## src/design/ps2kbd_pkg.sv

```systemverilog
package ps2kbd_pkg;

   // Bytes from the keyboard.
   localparam logic [7:0] SC_BACKSPACE   = 8'h0E;
   localparam logic [7:0] SC_TAB         = 8'h0F;
   localparam logic [7:0] SC_ENTER       = 8'h1C;
   localparam logic [7:0] SC_F1          = 8'h3B;
   localparam logic [7:0] SC_F11         = 8'h57;
   localparam logic [7:0] SC_LSHIFT_MAKE = 8'h2A;
   localparam logic [7:0] SC_RSHIFT_MAKE = 8'h36;
   localparam logic [7:0] SC_LSHIFT_BRK  = 8'hAA;
   localparam logic [7:0] SC_RSHIFT_BRK  = 8'hB6;
   localparam logic [7:0] SC_CAPS_LOCK   = 8'h3A;
   localparam logic [7:0] SC_NUM_LOCK    = 8'h45;
   localparam logic [7:0] SC_SCROLL_LOCK = 8'h46;
   localparam logic [7:0] KBD_ACK        = 8'hFA;
   localparam logic [7:0] KBD_RESEND     = 8'hFE;

   // Command byte sent to the keyboard.
   localparam logic [7:0] LED_CMD        = 8'hED;

   // Lock bit masks.
   localparam logic [2:0] LOCK_SCROLL    = 3'b001;
   localparam logic [2:0] LOCK_NUM       = 3'b010;
   localparam logic [2:0] LOCK_CAPS      = 3'b100;

   localparam logic [6:0] ASCII_UPPER_A  = 7'h41;
   localparam logic [6:0] ASCII_UPPER_Z  = 7'h5A;
   localparam logic [6:0] ASCII_CASE_BIT = 7'h20;

   typedef enum logic [2:0] {
      KEY_EV_NONE      = 3'd0,
      KEY_EV_BACKSPACE = 3'd1,
      KEY_EV_TAB       = 3'd2,
      KEY_EV_ENTER     = 3'd3,
      KEY_EV_SHIFT_F1  = 3'd4,
      KEY_EV_F11       = 3'd5
   } key_event_type;

   typedef struct packed {
      logic restart;
      logic lock_push;
      logic pop;
   } queue_ctl_type;

   typedef struct packed {
      logic       nonempty;
      logic [7:0] head_byte;
   } queue_status_type;

   // Set 1 make code to character; zero where the key prints nothing.
   function automatic logic [6:0] key_char(input logic [6:0] code, input logic shifted);
      logic [6:0] c;
      case (code)
         7'h02: c = 7'h31;
         7'h03: c = 7'h32;
         7'h04: c = 7'h33;
         7'h05: c = 7'h34;
         7'h06: c = 7'h35;
         7'h07: c = 7'h36;
         7'h08: c = 7'h37;
         7'h09: c = 7'h38;
         7'h0A: c = 7'h39;
         7'h0B: c = 7'h30;
         7'h0C: c = 7'h2D;
         7'h0D: c = 7'h5E;
         7'h10: c = 7'h51;
         7'h11: c = 7'h57;
         7'h12: c = 7'h45;
         7'h13: c = 7'h52;
         7'h14: c = 7'h54;
         7'h15: c = 7'h59;
         7'h16: c = 7'h55;
         7'h17: c = 7'h49;
         7'h18: c = 7'h4F;
         7'h19: c = 7'h50;
         7'h1A: c = 7'h40;
         7'h1B: c = 7'h5B;
         7'h1E: c = 7'h41;
         7'h1F: c = 7'h53;
         7'h20: c = 7'h44;
         7'h21: c = 7'h46;
         7'h22: c = 7'h47;
         7'h23: c = 7'h48;
         7'h24: c = 7'h4A;
         7'h25: c = 7'h4B;
         7'h26: c = 7'h4C;
         7'h27: c = 7'h3B;
         7'h28: c = 7'h3A;
         7'h2B: c = 7'h5D;
         7'h2C: c = 7'h5A;
         7'h2D: c = 7'h58;
         7'h2E: c = 7'h43;
         7'h2F: c = 7'h56;
         7'h30: c = 7'h42;
         7'h31: c = 7'h4E;
         7'h32: c = 7'h4D;
         7'h33: c = 7'h2C;
         7'h34: c = 7'h2E;
         7'h35: c = 7'h2F;
         7'h37: c = 7'h2A;
         7'h39: c = 7'h20;
         7'h47: c = 7'h37;
         7'h48: c = 7'h38;
         7'h49: c = 7'h39;
         7'h4A: c = 7'h2D;
         7'h4B: c = 7'h34;
         7'h4C: c = 7'h35;
         7'h4D: c = 7'h36;
         7'h4E: c = 7'h2B;
         7'h4F: c = 7'h31;
         7'h50: c = 7'h32;
         7'h51: c = 7'h33;
         7'h52: c = 7'h30;
         7'h53: c = 7'h2E;
         7'h73: c = 7'h5C;
         7'h7D: c = 7'h5C;
         default: c = 7'h00;
      endcase
      if (shifted) begin
         case (code)
            7'h02: c = 7'h21;
            7'h03: c = 7'h22;
            7'h04: c = 7'h23;
            7'h05: c = 7'h24;
            7'h06: c = 7'h25;
            7'h07: c = 7'h26;
            7'h08: c = 7'h27;
            7'h09: c = 7'h28;
            7'h0A: c = 7'h29;
            7'h0B: c = 7'h7E;
            7'h0C: c = 7'h3D;
            7'h0D: c = 7'h7E;
            7'h1A: c = 7'h60;
            7'h1B: c = 7'h7B;
            7'h27: c = 7'h2B;
            7'h28: c = 7'h2A;
            7'h2B: c = 7'h7D;
            7'h33: c = 7'h3C;
            7'h34: c = 7'h3E;
            7'h35: c = 7'h3F;
            7'h73: c = 7'h5F;
            7'h7D: c = 7'h7C;
            default: c = c;
         endcase
      end
      return c;
   endfunction

endpackage

```

## src/design/ps2kbd_req_if.sv

```systemverilog
interface ps2kbd_req_if;
   logic       valid;
   logic       ready;
   logic       req_type;
   logic [7:0] scan_byte;

   modport source (output valid, output req_type, output scan_byte, input ready);
   modport sink   (input valid, input req_type, input scan_byte, output ready);
endinterface

```

## src/design/ps2kbd_rsp_if.sv

```systemverilog
interface ps2kbd_rsp_if;
   logic       valid;
   logic       ready;
   logic       char_valid;
   logic [6:0] char_code;
   logic [2:0] key_event;
   logic       send_valid;
   logic [7:0] send_byte;
   logic [2:0] lock_bits;

   modport source (output valid, output char_valid, output char_code, output key_event,
                   output send_valid, output send_byte, output lock_bits, input ready);
   modport sink   (input valid, input char_valid, input char_code, input key_event,
                   input send_valid, input send_byte, input lock_bits, output ready);
endinterface

```

## src/design/ps2kbd_cmd_queue.sv

```systemverilog
module ps2kbd_cmd_queue #(
   parameter int DEPTH = 8
) (
   input  logic                         clock,
   input  logic                         reset,
   input  ps2kbd_pkg::queue_ctl_type    ctl,
   input  logic [2:0]                   lock_bits,
   output ps2kbd_pkg::queue_status_type status
);

   localparam int IW = (DEPTH > 1) ? $clog2(DEPTH) : 1;
   localparam int CW = $clog2(DEPTH + 1);
   localparam logic [IW-1:0] RESTART_TAIL = IW'(2 % DEPTH);
   localparam logic [CW-1:0] RESTART_COUNT = CW'(2);

   logic [7:0]    mem_ff [DEPTH];
   logic [IW-1:0] head_ff, head_in;
   logic [IW-1:0] tail_ff, tail_in;
   logic [CW-1:0] count_ff, count_in;
   logic [IW-1:0] tail_next;
   logic [CW-1:0] count_mid;
   logic          push_first, push_second;

   function automatic logic [IW-1:0] wrap_inc(input logic [IW-1:0] ptr);
      return (ptr == IW'(DEPTH - 1)) ? '0 : ptr + 1'b1;
   endfunction

   // A lock key pushes the LED command and then the lock bits; each byte
   // is dropped on its own when it does not fit.
   always_comb begin
      push_first  = ctl.lock_push && (count_ff < CW'(DEPTH));
      push_second = ctl.lock_push && (count_ff < CW'(DEPTH - 1));
      tail_next   = wrap_inc(tail_ff);
      count_mid   = count_ff + CW'(push_first) + CW'(push_second);
      count_in    = count_mid - CW'(ctl.pop);
      head_in     = ctl.pop ? wrap_inc(head_ff) : head_ff;
      if (push_second) begin
         tail_in = wrap_inc(tail_next);
      end else if (push_first) begin
         tail_in = tail_next;
      end else begin
         tail_in = tail_ff;
      end
   end

   // When the queue is empty the head can only be a freshly pushed LED command.
   assign status.nonempty  = (count_mid != '0);
   assign status.head_byte = (count_ff == '0) ? ps2kbd_pkg::LED_CMD : mem_ff[head_ff];

   always_ff @(posedge clock) begin
      if (reset) begin
         head_ff   <= '0;
         tail_ff   <= RESTART_TAIL;
         count_ff  <= RESTART_COUNT;
         mem_ff[0] <= ps2kbd_pkg::LED_CMD;
         mem_ff[1] <= 8'h00;
      end else if (ctl.restart) begin
         head_ff   <= '0;
         tail_ff   <= RESTART_TAIL;
         count_ff  <= RESTART_COUNT;
         mem_ff[0] <= ps2kbd_pkg::LED_CMD;
         mem_ff[1] <= {5'b00000, lock_bits};
      end else begin
         head_ff  <= head_in;
         tail_ff  <= tail_in;
         count_ff <= count_in;
         if (push_first) begin
            mem_ff[tail_ff] <= ps2kbd_pkg::LED_CMD;
         end
         if (push_second) begin
            mem_ff[tail_next] <= {5'b00000, lock_bits};
         end
      end
   end

endmodule

```

## src/design/ps2_keyboard_scancode_decoder.sv

```systemverilog
// Channel   Dir  Handshake      Payload
// req_bus   in   valid/ready    req_type, scan_byte
// rsp_bus   out  valid/ready    char_valid, char_code, key_event, send_valid,
//                               send_byte, lock_bits
// csr       in   csr_wr_en      csr_wr_data (initial lock bits)
//
// One request per cycle while rsp_bus drains; its response appears in the cycle
// after acceptance. The decode, lock update and command queue step all settle then.
// The output register holds a response until taken; req_bus.ready stays high
// while the register is empty or being drained in the same cycle.
// Synchronous reset clears all lock and shift state and preloads the LED command.
module ps2_keyboard_scancode_decoder #(
   parameter int CMD_QUEUE_DEPTH = 8
) (
   input  logic               clock,
   input  logic               reset,
   ps2kbd_req_if.sink         req_bus,
   ps2kbd_rsp_if.source       rsp_bus,
   input  logic               csr_wr_en,
   input  logic [2:0]         csr_wr_data
);

   logic [1:0] shift_ff, shift_in;
   logic [2:0] lock_ff, lock_in;
   logic       awaiting_ff, awaiting_in;
   logic [7:0] last_sent_ff, last_sent_in;

   logic       rsp_valid_ff;
   logic       rsp_char_valid_ff;
   logic [6:0] rsp_char_code_ff;
   logic [2:0] rsp_key_event_ff;
   logic       rsp_send_valid_ff;
   logic [7:0] rsp_send_byte_ff;
   logic [2:0] rsp_lock_bits_ff;

   logic       req_fire;
   logic       is_byte;
   logic [7:0] b;
   logic [6:0] ch_raw, ch;
   logic       shifted, is_upper;
   logic       lock_key;
   logic [2:0] lock_mask;
   logic       awaiting_mid;
   logic       resend;
   logic       send_valid;
   logic [7:0] send_byte;
   ps2kbd_pkg::key_event_type      ev;
   ps2kbd_pkg::queue_ctl_type      q_ctl;
   ps2kbd_pkg::queue_status_type   q_status;

   assign req_bus.ready = !rsp_valid_ff || rsp_bus.ready;
   assign req_fire      = req_bus.valid && req_bus.ready;
   assign is_byte       = req_bus.req_type;
   assign b             = req_bus.scan_byte;

   always_comb begin
      shifted  = (shift_ff != 2'b00);
      ch_raw   = (is_byte && !b[7]) ? ps2kbd_pkg::key_char(b[6:0], shifted) : 7'h00;
      is_upper = (ch_raw >= ps2kbd_pkg::ASCII_UPPER_A) && (ch_raw <= ps2kbd_pkg::ASCII_UPPER_Z);
      // Letters print lowercase unless caps lock and shift disagree.
      if (is_upper && ((lock_ff[2]) == shifted)) begin
         ch = ch_raw + ps2kbd_pkg::ASCII_CASE_BIT;
      end else begin
         ch = ch_raw;
      end

      ev = ps2kbd_pkg::KEY_EV_NONE;
      if (is_byte) begin
         if (b == ps2kbd_pkg::SC_BACKSPACE) begin
            ev = ps2kbd_pkg::KEY_EV_BACKSPACE;
         end else if (b == ps2kbd_pkg::SC_TAB) begin
            ev = ps2kbd_pkg::KEY_EV_TAB;
         end else if (b == ps2kbd_pkg::SC_ENTER) begin
            ev = ps2kbd_pkg::KEY_EV_ENTER;
         end else if (b == ps2kbd_pkg::SC_F1 && shifted) begin
            ev = ps2kbd_pkg::KEY_EV_SHIFT_F1;
         end else if (b == ps2kbd_pkg::SC_F11) begin
            ev = ps2kbd_pkg::KEY_EV_F11;
         end
      end

      shift_in = shift_ff;
      if (is_byte) begin
         if (b == ps2kbd_pkg::SC_LSHIFT_MAKE) shift_in[0] = 1'b1;
         if (b == ps2kbd_pkg::SC_RSHIFT_MAKE) shift_in[1] = 1'b1;
         if (b == ps2kbd_pkg::SC_LSHIFT_BRK)  shift_in[0] = 1'b0;
         if (b == ps2kbd_pkg::SC_RSHIFT_BRK)  shift_in[1] = 1'b0;
      end

      case (b)
         ps2kbd_pkg::SC_CAPS_LOCK:   lock_mask = ps2kbd_pkg::LOCK_CAPS;
         ps2kbd_pkg::SC_NUM_LOCK:    lock_mask = ps2kbd_pkg::LOCK_NUM;
         ps2kbd_pkg::SC_SCROLL_LOCK: lock_mask = ps2kbd_pkg::LOCK_SCROLL;
         default:                    lock_mask = 3'b000;
      endcase
      lock_key = is_byte && (lock_mask != 3'b000);
      lock_in  = lock_ff ^ (is_byte ? lock_mask : 3'b000);

      // A resend repeats the last byte only while its acknowledge is pending.
      awaiting_mid = awaiting_ff && !(is_byte && b == ps2kbd_pkg::KBD_ACK);
      resend       = is_byte && (b == ps2kbd_pkg::KBD_RESEND) && awaiting_ff;

      q_ctl.restart   = csr_wr_en;
      q_ctl.lock_push = req_fire && lock_key;
      q_ctl.pop       = req_fire && !resend && !awaiting_mid && q_status.nonempty;

      send_valid = resend || q_ctl.pop;
      if (resend) begin
         send_byte = last_sent_ff;
      end else if (q_ctl.pop) begin
         send_byte = q_status.head_byte;
      end else begin
         send_byte = 8'h00;
      end
      last_sent_in = q_ctl.pop ? q_status.head_byte : last_sent_ff;
      awaiting_in  = q_ctl.pop ? 1'b1 : awaiting_mid;
   end

   ps2kbd_cmd_queue #(
      .DEPTH (CMD_QUEUE_DEPTH)
   ) u_cmd_queue (
      .clock     (clock),
      .reset     (reset),
      .ctl       (q_ctl),
      .lock_bits (csr_wr_en ? csr_wr_data : lock_in),
      .status    (q_status)
   );

   always_ff @(posedge clock) begin
      if (reset) begin
         shift_ff     <= 2'b00;
         lock_ff      <= 3'b000;
         awaiting_ff  <= 1'b0;
         last_sent_ff <= 8'h00;
         rsp_valid_ff <= 1'b0;
      end else begin
         if (csr_wr_en) begin
            lock_ff     <= csr_wr_data;
            awaiting_ff <= 1'b0;
         end else if (req_fire) begin
            shift_ff     <= shift_in;
            lock_ff      <= lock_in;
            awaiting_ff  <= awaiting_in;
            last_sent_ff <= last_sent_in;
         end
         if (req_fire) begin
            rsp_valid_ff <= 1'b1;
         end else if (rsp_bus.ready) begin
            rsp_valid_ff <= 1'b0;
         end
      end
   end

   always_ff @(posedge clock) begin
      if (req_fire) begin
         rsp_char_valid_ff <= (ch != 7'h00);
         rsp_char_code_ff  <= ch;
         rsp_key_event_ff  <= ev;
         rsp_send_valid_ff <= send_valid;
         rsp_send_byte_ff  <= send_byte;
         rsp_lock_bits_ff  <= lock_in;
      end
   end

   assign rsp_bus.valid      = rsp_valid_ff;
   assign rsp_bus.char_valid = rsp_char_valid_ff;
   assign rsp_bus.char_code  = rsp_char_code_ff;
   assign rsp_bus.key_event  = rsp_key_event_ff;
   assign rsp_bus.send_valid = rsp_send_valid_ff;
   assign rsp_bus.send_byte  = rsp_send_byte_ff;
   assign rsp_bus.lock_bits  = rsp_lock_bits_ff;

   // No queued byte may go out while an earlier one still waits for its acknowledge.
   a_no_pop_while_pending: assert property (@(posedge clock) disable iff (reset)
      req_fire && awaiting_ff && !(is_byte && b == ps2kbd_pkg::KBD_ACK) |-> !q_ctl.pop)
      else $error("queue popped while an acknowledge was pending");

   // A response flags a character exactly when its code is nonzero.
   a_char_flag: assert property (@(posedge clock) disable iff (reset)
      rsp_valid_ff |-> (rsp_char_valid_ff == (rsp_char_code_ff != 7'h00)))
      else $error("char_valid disagrees with char_code");

   // A response that sends nothing carries a zero send byte.
   a_send_byte_zero: assert property (@(posedge clock) disable iff (reset)
      rsp_valid_ff && !rsp_send_valid_ff |-> (rsp_send_byte_ff == 8'h00))
      else $error("send_byte set without send_valid");

   // Lock bits move only on a lock key or a register write.
   a_lock_stable: assert property (@(posedge clock) disable iff (reset)
      !csr_wr_en && !(req_fire && lock_key) |=> $stable(lock_ff))
      else $error("lock bits changed without a lock key or register write");

endmodule
```

## src/flat_wrapper.sv

```systemverilog
// flat-port wrapper written by rule: the top's interface ports become plain ports
module ps2_keyboard_scancode_decoder_flat 
#(
   parameter int CMD_QUEUE_DEPTH = 8
)
  (clock, reset, csr_wr_en, csr_wr_data, req_bus_valid, req_bus_req_type, req_bus_scan_byte, req_bus_ready, rsp_bus_valid, rsp_bus_char_valid, rsp_bus_char_code, rsp_bus_key_event, rsp_bus_send_valid, rsp_bus_send_byte, rsp_bus_lock_bits, rsp_bus_ready);
  ps2kbd_req_if req_bus_i ();
  ps2kbd_rsp_if rsp_bus_i ();
  input  logic clock;
  input  logic reset;
  input  logic csr_wr_en;
  input  logic [2:0] csr_wr_data;
  input wire logic [$bits(req_bus_i.valid)-1:0] req_bus_valid;
  input wire logic [$bits(req_bus_i.req_type)-1:0] req_bus_req_type;
  input wire logic [$bits(req_bus_i.scan_byte)-1:0] req_bus_scan_byte;
  output wire logic [$bits(req_bus_i.ready)-1:0] req_bus_ready;
  output wire logic [$bits(rsp_bus_i.valid)-1:0] rsp_bus_valid;
  output wire logic [$bits(rsp_bus_i.char_valid)-1:0] rsp_bus_char_valid;
  output wire logic [$bits(rsp_bus_i.char_code)-1:0] rsp_bus_char_code;
  output wire logic [$bits(rsp_bus_i.key_event)-1:0] rsp_bus_key_event;
  output wire logic [$bits(rsp_bus_i.send_valid)-1:0] rsp_bus_send_valid;
  output wire logic [$bits(rsp_bus_i.send_byte)-1:0] rsp_bus_send_byte;
  output wire logic [$bits(rsp_bus_i.lock_bits)-1:0] rsp_bus_lock_bits;
  input wire logic [$bits(rsp_bus_i.ready)-1:0] rsp_bus_ready;
  assign req_bus_i.valid = req_bus_valid;
  assign req_bus_i.req_type = req_bus_req_type;
  assign req_bus_i.scan_byte = req_bus_scan_byte;
  assign req_bus_ready = req_bus_i.ready;
  assign rsp_bus_valid = rsp_bus_i.valid;
  assign rsp_bus_char_valid = rsp_bus_i.char_valid;
  assign rsp_bus_char_code = rsp_bus_i.char_code;
  assign rsp_bus_key_event = rsp_bus_i.key_event;
  assign rsp_bus_send_valid = rsp_bus_i.send_valid;
  assign rsp_bus_send_byte = rsp_bus_i.send_byte;
  assign rsp_bus_lock_bits = rsp_bus_i.lock_bits;
  assign rsp_bus_i.ready = rsp_bus_ready;
  ps2_keyboard_scancode_decoder #(.CMD_QUEUE_DEPTH(CMD_QUEUE_DEPTH)) u_core (.clock(clock), .reset(reset), .req_bus(req_bus_i), .rsp_bus(rsp_bus_i), .csr_wr_en(csr_wr_en), .csr_wr_data(csr_wr_data));
endmodule
```

## config.mk

```make
export PLATFORM = sky130hd
export DESIGN_NAME = ps2_keyboard_scancode_decoder_flat
export DESIGN_NICKNAME = d
export VERILOG_FILES = /design/src/design/ps2kbd_pkg.sv /design/src/design/ps2kbd_req_if.sv /design/src/design/ps2kbd_rsp_if.sv /design/src/design/ps2kbd_cmd_queue.sv /design/src/design/ps2_keyboard_scancode_decoder.sv /design/src/flat_wrapper.sv
export SDC_FILE = /design/constraint.sdc
export NUM_CORES = 1
export LEC_CHECK = 0
export BUFFER_PORTS_ARGS = -buffer_cell sky130_fd_sc_hd__buf_2
export CAP_MARGIN = 20
export CORE_ASPECT_RATIO = 0.9
export CORE_UTILIZATION = 25
export CTS_CLUSTER_SIZE = 16
export DETAILED_ROUTE_END_ITERATION = 16
export PLACE_DENSITY = 0.51
export SYNTH_ARGS = -nofsm -noshare
export SYNTH_HDL_FRONTEND = slang
export SYNTH_SLANG_ARGS = --single-unit
```

## constraint.sdc

```tcl
create_clock -name clock -period 4 [get_ports clock]
set_input_delay 0.4 -clock clock [delete_from_list [all_inputs] [get_ports clock]]
set_output_delay 0.4 -clock clock [all_outputs]
set_load 0.005 [all_outputs]
```

==> metrics.md <==
| Metric | Value |
|---|---|
| Status | finished clean |
| Overflow after GRT | 0 |
| Post-route ant nets | 0 |
| Die Width | ~160 um |
| Post-Synthesis Net Count | 612 |
| Io pins | 42 |
| Post-synthesis sequential area ratio | 0.363 |
| Pins Over Slew Limit | 0 |
| Synth Warn # | 0 |
| Setup WS post-layout | 0.384 ns |
| Total GRT Usage | 0.138 |
| Final Hold Viols | 0 |
| Worst setup path class | input port to flop |
| Async SR Flop Fraction | 0 |
| Commonest cells after routing, fill and taps aside | nor2_1 (56), nand2_1 (50), edfxtp_1 (43) |
| Tcrit/Tclk final | 0.904 |
| Crit end category | flop |
| GP Congestion | 0.938 |
| Most common cell after layout, fill and taps aside | nor2_1 |
| First-pass GRT wire length | around 24,000 um |
| Hold_buf cts | 0 |
| Final HPWL DP | 11,100 um |
| Detailed-route DRC error count | 0 |
| Clk_skew | 0.00774 ns |
| CTS tree | done |
| Pwr dens | 315 nW/um^2 |
| Post-synthesis register bit count | 75 |
| Synth area leaders | edfxtp_1 (24%), dfxtp_1 (12%), ha_1 (4.7%) |
| CP peak stage delay | 0.50 ns |
| Layout Cells excl Fill | roughly 910 |
| Die height | 140 um |
| Sink Count | 75 |
| Setup-failing EPs final | 0 |
| Top-area cell type share of the netlist area | 0.242 |
| Worst min path class | input port to flop |
| Leakage power | 0.00244 uW |
| Critical Path RT | 4.06 ns |
| Mapped Avg Cell Area | 9.28 um^2 |
| Vias in the first global route | about 4.2k |
| RSZ-0062 raised after global routing | false |
| Crit path top cell by count | ha_1 |
| Starting density of the core | 0.256 |
| CTS root buf | clkbuf_16 |
| WL final | 14,800 um |
| TNS Setup | 0 ns |
| Pin count of the biggest net entering global routing | 50 |
| F_max | 277 MHz |
| Initial antenna violation count | 4 |
| Peak supply drop | 194 uV |
| Clock buffer depth | 2 |
| Clock Latency Late Sink | between 0.3 and 0.4 ns |
| Crit path max fanout | 11 |
| Synth Instances | 574 |
| Worst EP arrival | 3.68 ns |
| CTS Buf Count | 9 |
| Clk pin slew, worst setup/hold paths | approximately 0.06 ns |
| Fin crit period | 3.62 ns |
| Max-Cap Viols | 0 |
| Number of synthesized flops with an enable pin | 43 |
| Post-synthesis cell area | 5330 um^2 |
| Worst path cell trace | buf_2, inv_1, ha_1, nor2_1, nor4_2, a211oi_2, a21oi_4, and4_1, nor3_1, ha_1, a311o_1, a222oi_1, mux2i_1 |
| H-Tree Depth | 3 |
| Placed Cells incl. Taps | 891 |
| Ys flop type | edfxtp_1 |
| Post-CTS sizing | 0 |
| Die ar. | 21,900 um^2 |
| DRT Pass-1 Iters | 5 |
| Slew HR | 0.480 |
| Ratio of cells with drive above 1 in the final layout | 0.198 |
| Pre-CTS setup slack | 0.0767 ns |
| Post-synth cell types | between 80 and 90 |
| Row cnt | 50 |
| Layout area overhead | 15.7% |
| Vias/cell | 4.98 |
| Final nets | 654 |
| Startpoint types | input port |
| Area leader, netlist | edfxtp_1 |
| Core Area | 20,800 um^2 |
| Via total after detailed routing | 4,523 |
| Post-CTS Setup Inserts | 0 |
| Slowest CP cell | a222oi_1 |
| Routed len/inst | 16.3 um |
| Pin slew with the least headroom to its limit | 0.758 ns |
| Port bufs | 40 |
| DRT iter0 DRCs | 461 |
==> synthesized netlist by cell type, types with 8 or more instances <==
master    count
xnor2_1       8
a21oi_1      36
o21ai_0      22
edfxtp_1     43
nand3_1      23
buf_4         8
dfxtp_1      32
inv_1        32
buf_2         9
mux2i_1      20
nor2b_1      15
nor2_1       56
nand2_1      50
ha_1         20
nor3_1        8
clkbuf_1     13
nand2b_1     11
mux4_2        9
==> critical path: cells and delay by family <==
kind / cells / cell delay, ns
AOI/OAI and AO/OA: 4 / 1.24
and+or+nand+nor: 4 / 0.93
adders and majority gates: 2 / 0.63
buffers and inverters: 2 / 0.34
muxes: 1 / 0.15
==> metal layers <==
| metal | vias up | GRT usage | part of all wire |
|---|---|---|---|
| li1 | 2208 | - | - |
| met1 | 2132 | 0.207 | 0.51 |
| met2 | 153 | 0.195 | 0.41 |
| met3 | 26 | 0.0309 | 0.059 |
| met4 | 4 | 0.0346 | 0.016 |
| met5 | - | 0 | 0.0016 |
==> cell families (layout without fill, tap and decap cells) <==
| group | after synthesis | in the layout | share of synthesized area |
|---|---|---|---|
| muxes | 31 | 31 | 0.0799 |
| AOI/OAI and AO/OA | 145 | 145 | 0.194 |
| DFF | 75 | 75 | 0.363 |
| xor gates and xnor gates | 14 | 14 | 0.0230 |
| other | 1 | 3 | 0.000704 |
| buffers and inverters | 70 | 117 | 0.0684 |
| adders and majority gates | 21 | 21 | 0.0508 |
| and+or+nand+nor | 217 | 217 | 0.220 |
==> per-stage QoR <==
| step | hold WS [ns] | total power (uW) | cell area, um^2 | utilization |
|---|---|---|---|---|
| after global routing | 0.314 | 2020 | 6150 | 0.295 |
| after detailed placement | 0.450 | 1180 | 5870 | 0.282 |
| after global placement | 0.445 | 1180 | 5870 | 0.282 |
| after floorplan | 0.432 | 1080 | 5330 | - |
| after CTS | 0.304 | 1950 | 6150 | 0.295 |
| final | 0.311 | 1940 | 6160 | 0.296 |
==> power by group <==
| group | switching, uW | internal, uW |
|---|---|---|
| Clock | 338 | 432 |
| Combinational | 194 | 121 |
| Sequential | 12.6 | 841 |
| Total | 545 | 1390 |
==> registers in the layout, summed over array words and instances, names as in the netlist, 2 cells and up, named ones only <==
| name | count |
|---|---|
| u_core.rsp_bus.send_byte | 4 |
| u_core.shift_ff | 2 |
| u_core.u_cmd_queue.mem_ff | 32 |
| u_core.u_cmd_queue.head_ff | 3 |
| u_core.u_cmd_queue.tail_ff | 3 |
| u_core.lock_ff | 3 |
| u_core.rsp_bus.lock_bits | 3 |
| u_core.rsp_bus.key_event | 3 |
| u_core.u_cmd_queue.count_ff | 4 |
| u_core.rsp_bus.char_code | 7 |
| u_core.last_sent_ff | 4 |
==> layout make-up <==
| cell class | instances | area [um^2] |
|---|---|---|
| Inverter | 32 | 120 |
| Antenna cell | 2 | 5.00 |
| Fill cell | 2185 | 14700 |
| Timing Repair Buffer | 69 | 430 |
| Multi-Input combinational cell | 429 | 3030 |
| Clock buffer | 9 | 225 |
| Tap cell | 286 | 358 |
| Sequential cell | 75 | 1930 |
| Clock inverter | 7 | 60.1 |
==> path summary, 6_finish.rpt <==
path | from | end | slack, ns | cells after the start
min reg2reg | u_core.u_cmd_queue.mem_ff[3][5] | u_core.u_cmd_queue.mem_ff[3][5] | 0.46 | 2
max | req_bus_scan_byte[0] | u_core.rsp_bus.char_code[6] | 0.38 | 13
min | req_bus_valid | u_core.rsp_bus.valid | 0.31 | 3
max reg2reg | u_core.rsp_bus.valid | u_core.u_cmd_queue.count_ff[2] | 0.88 | 18
(Power assumes the default switching activity.)
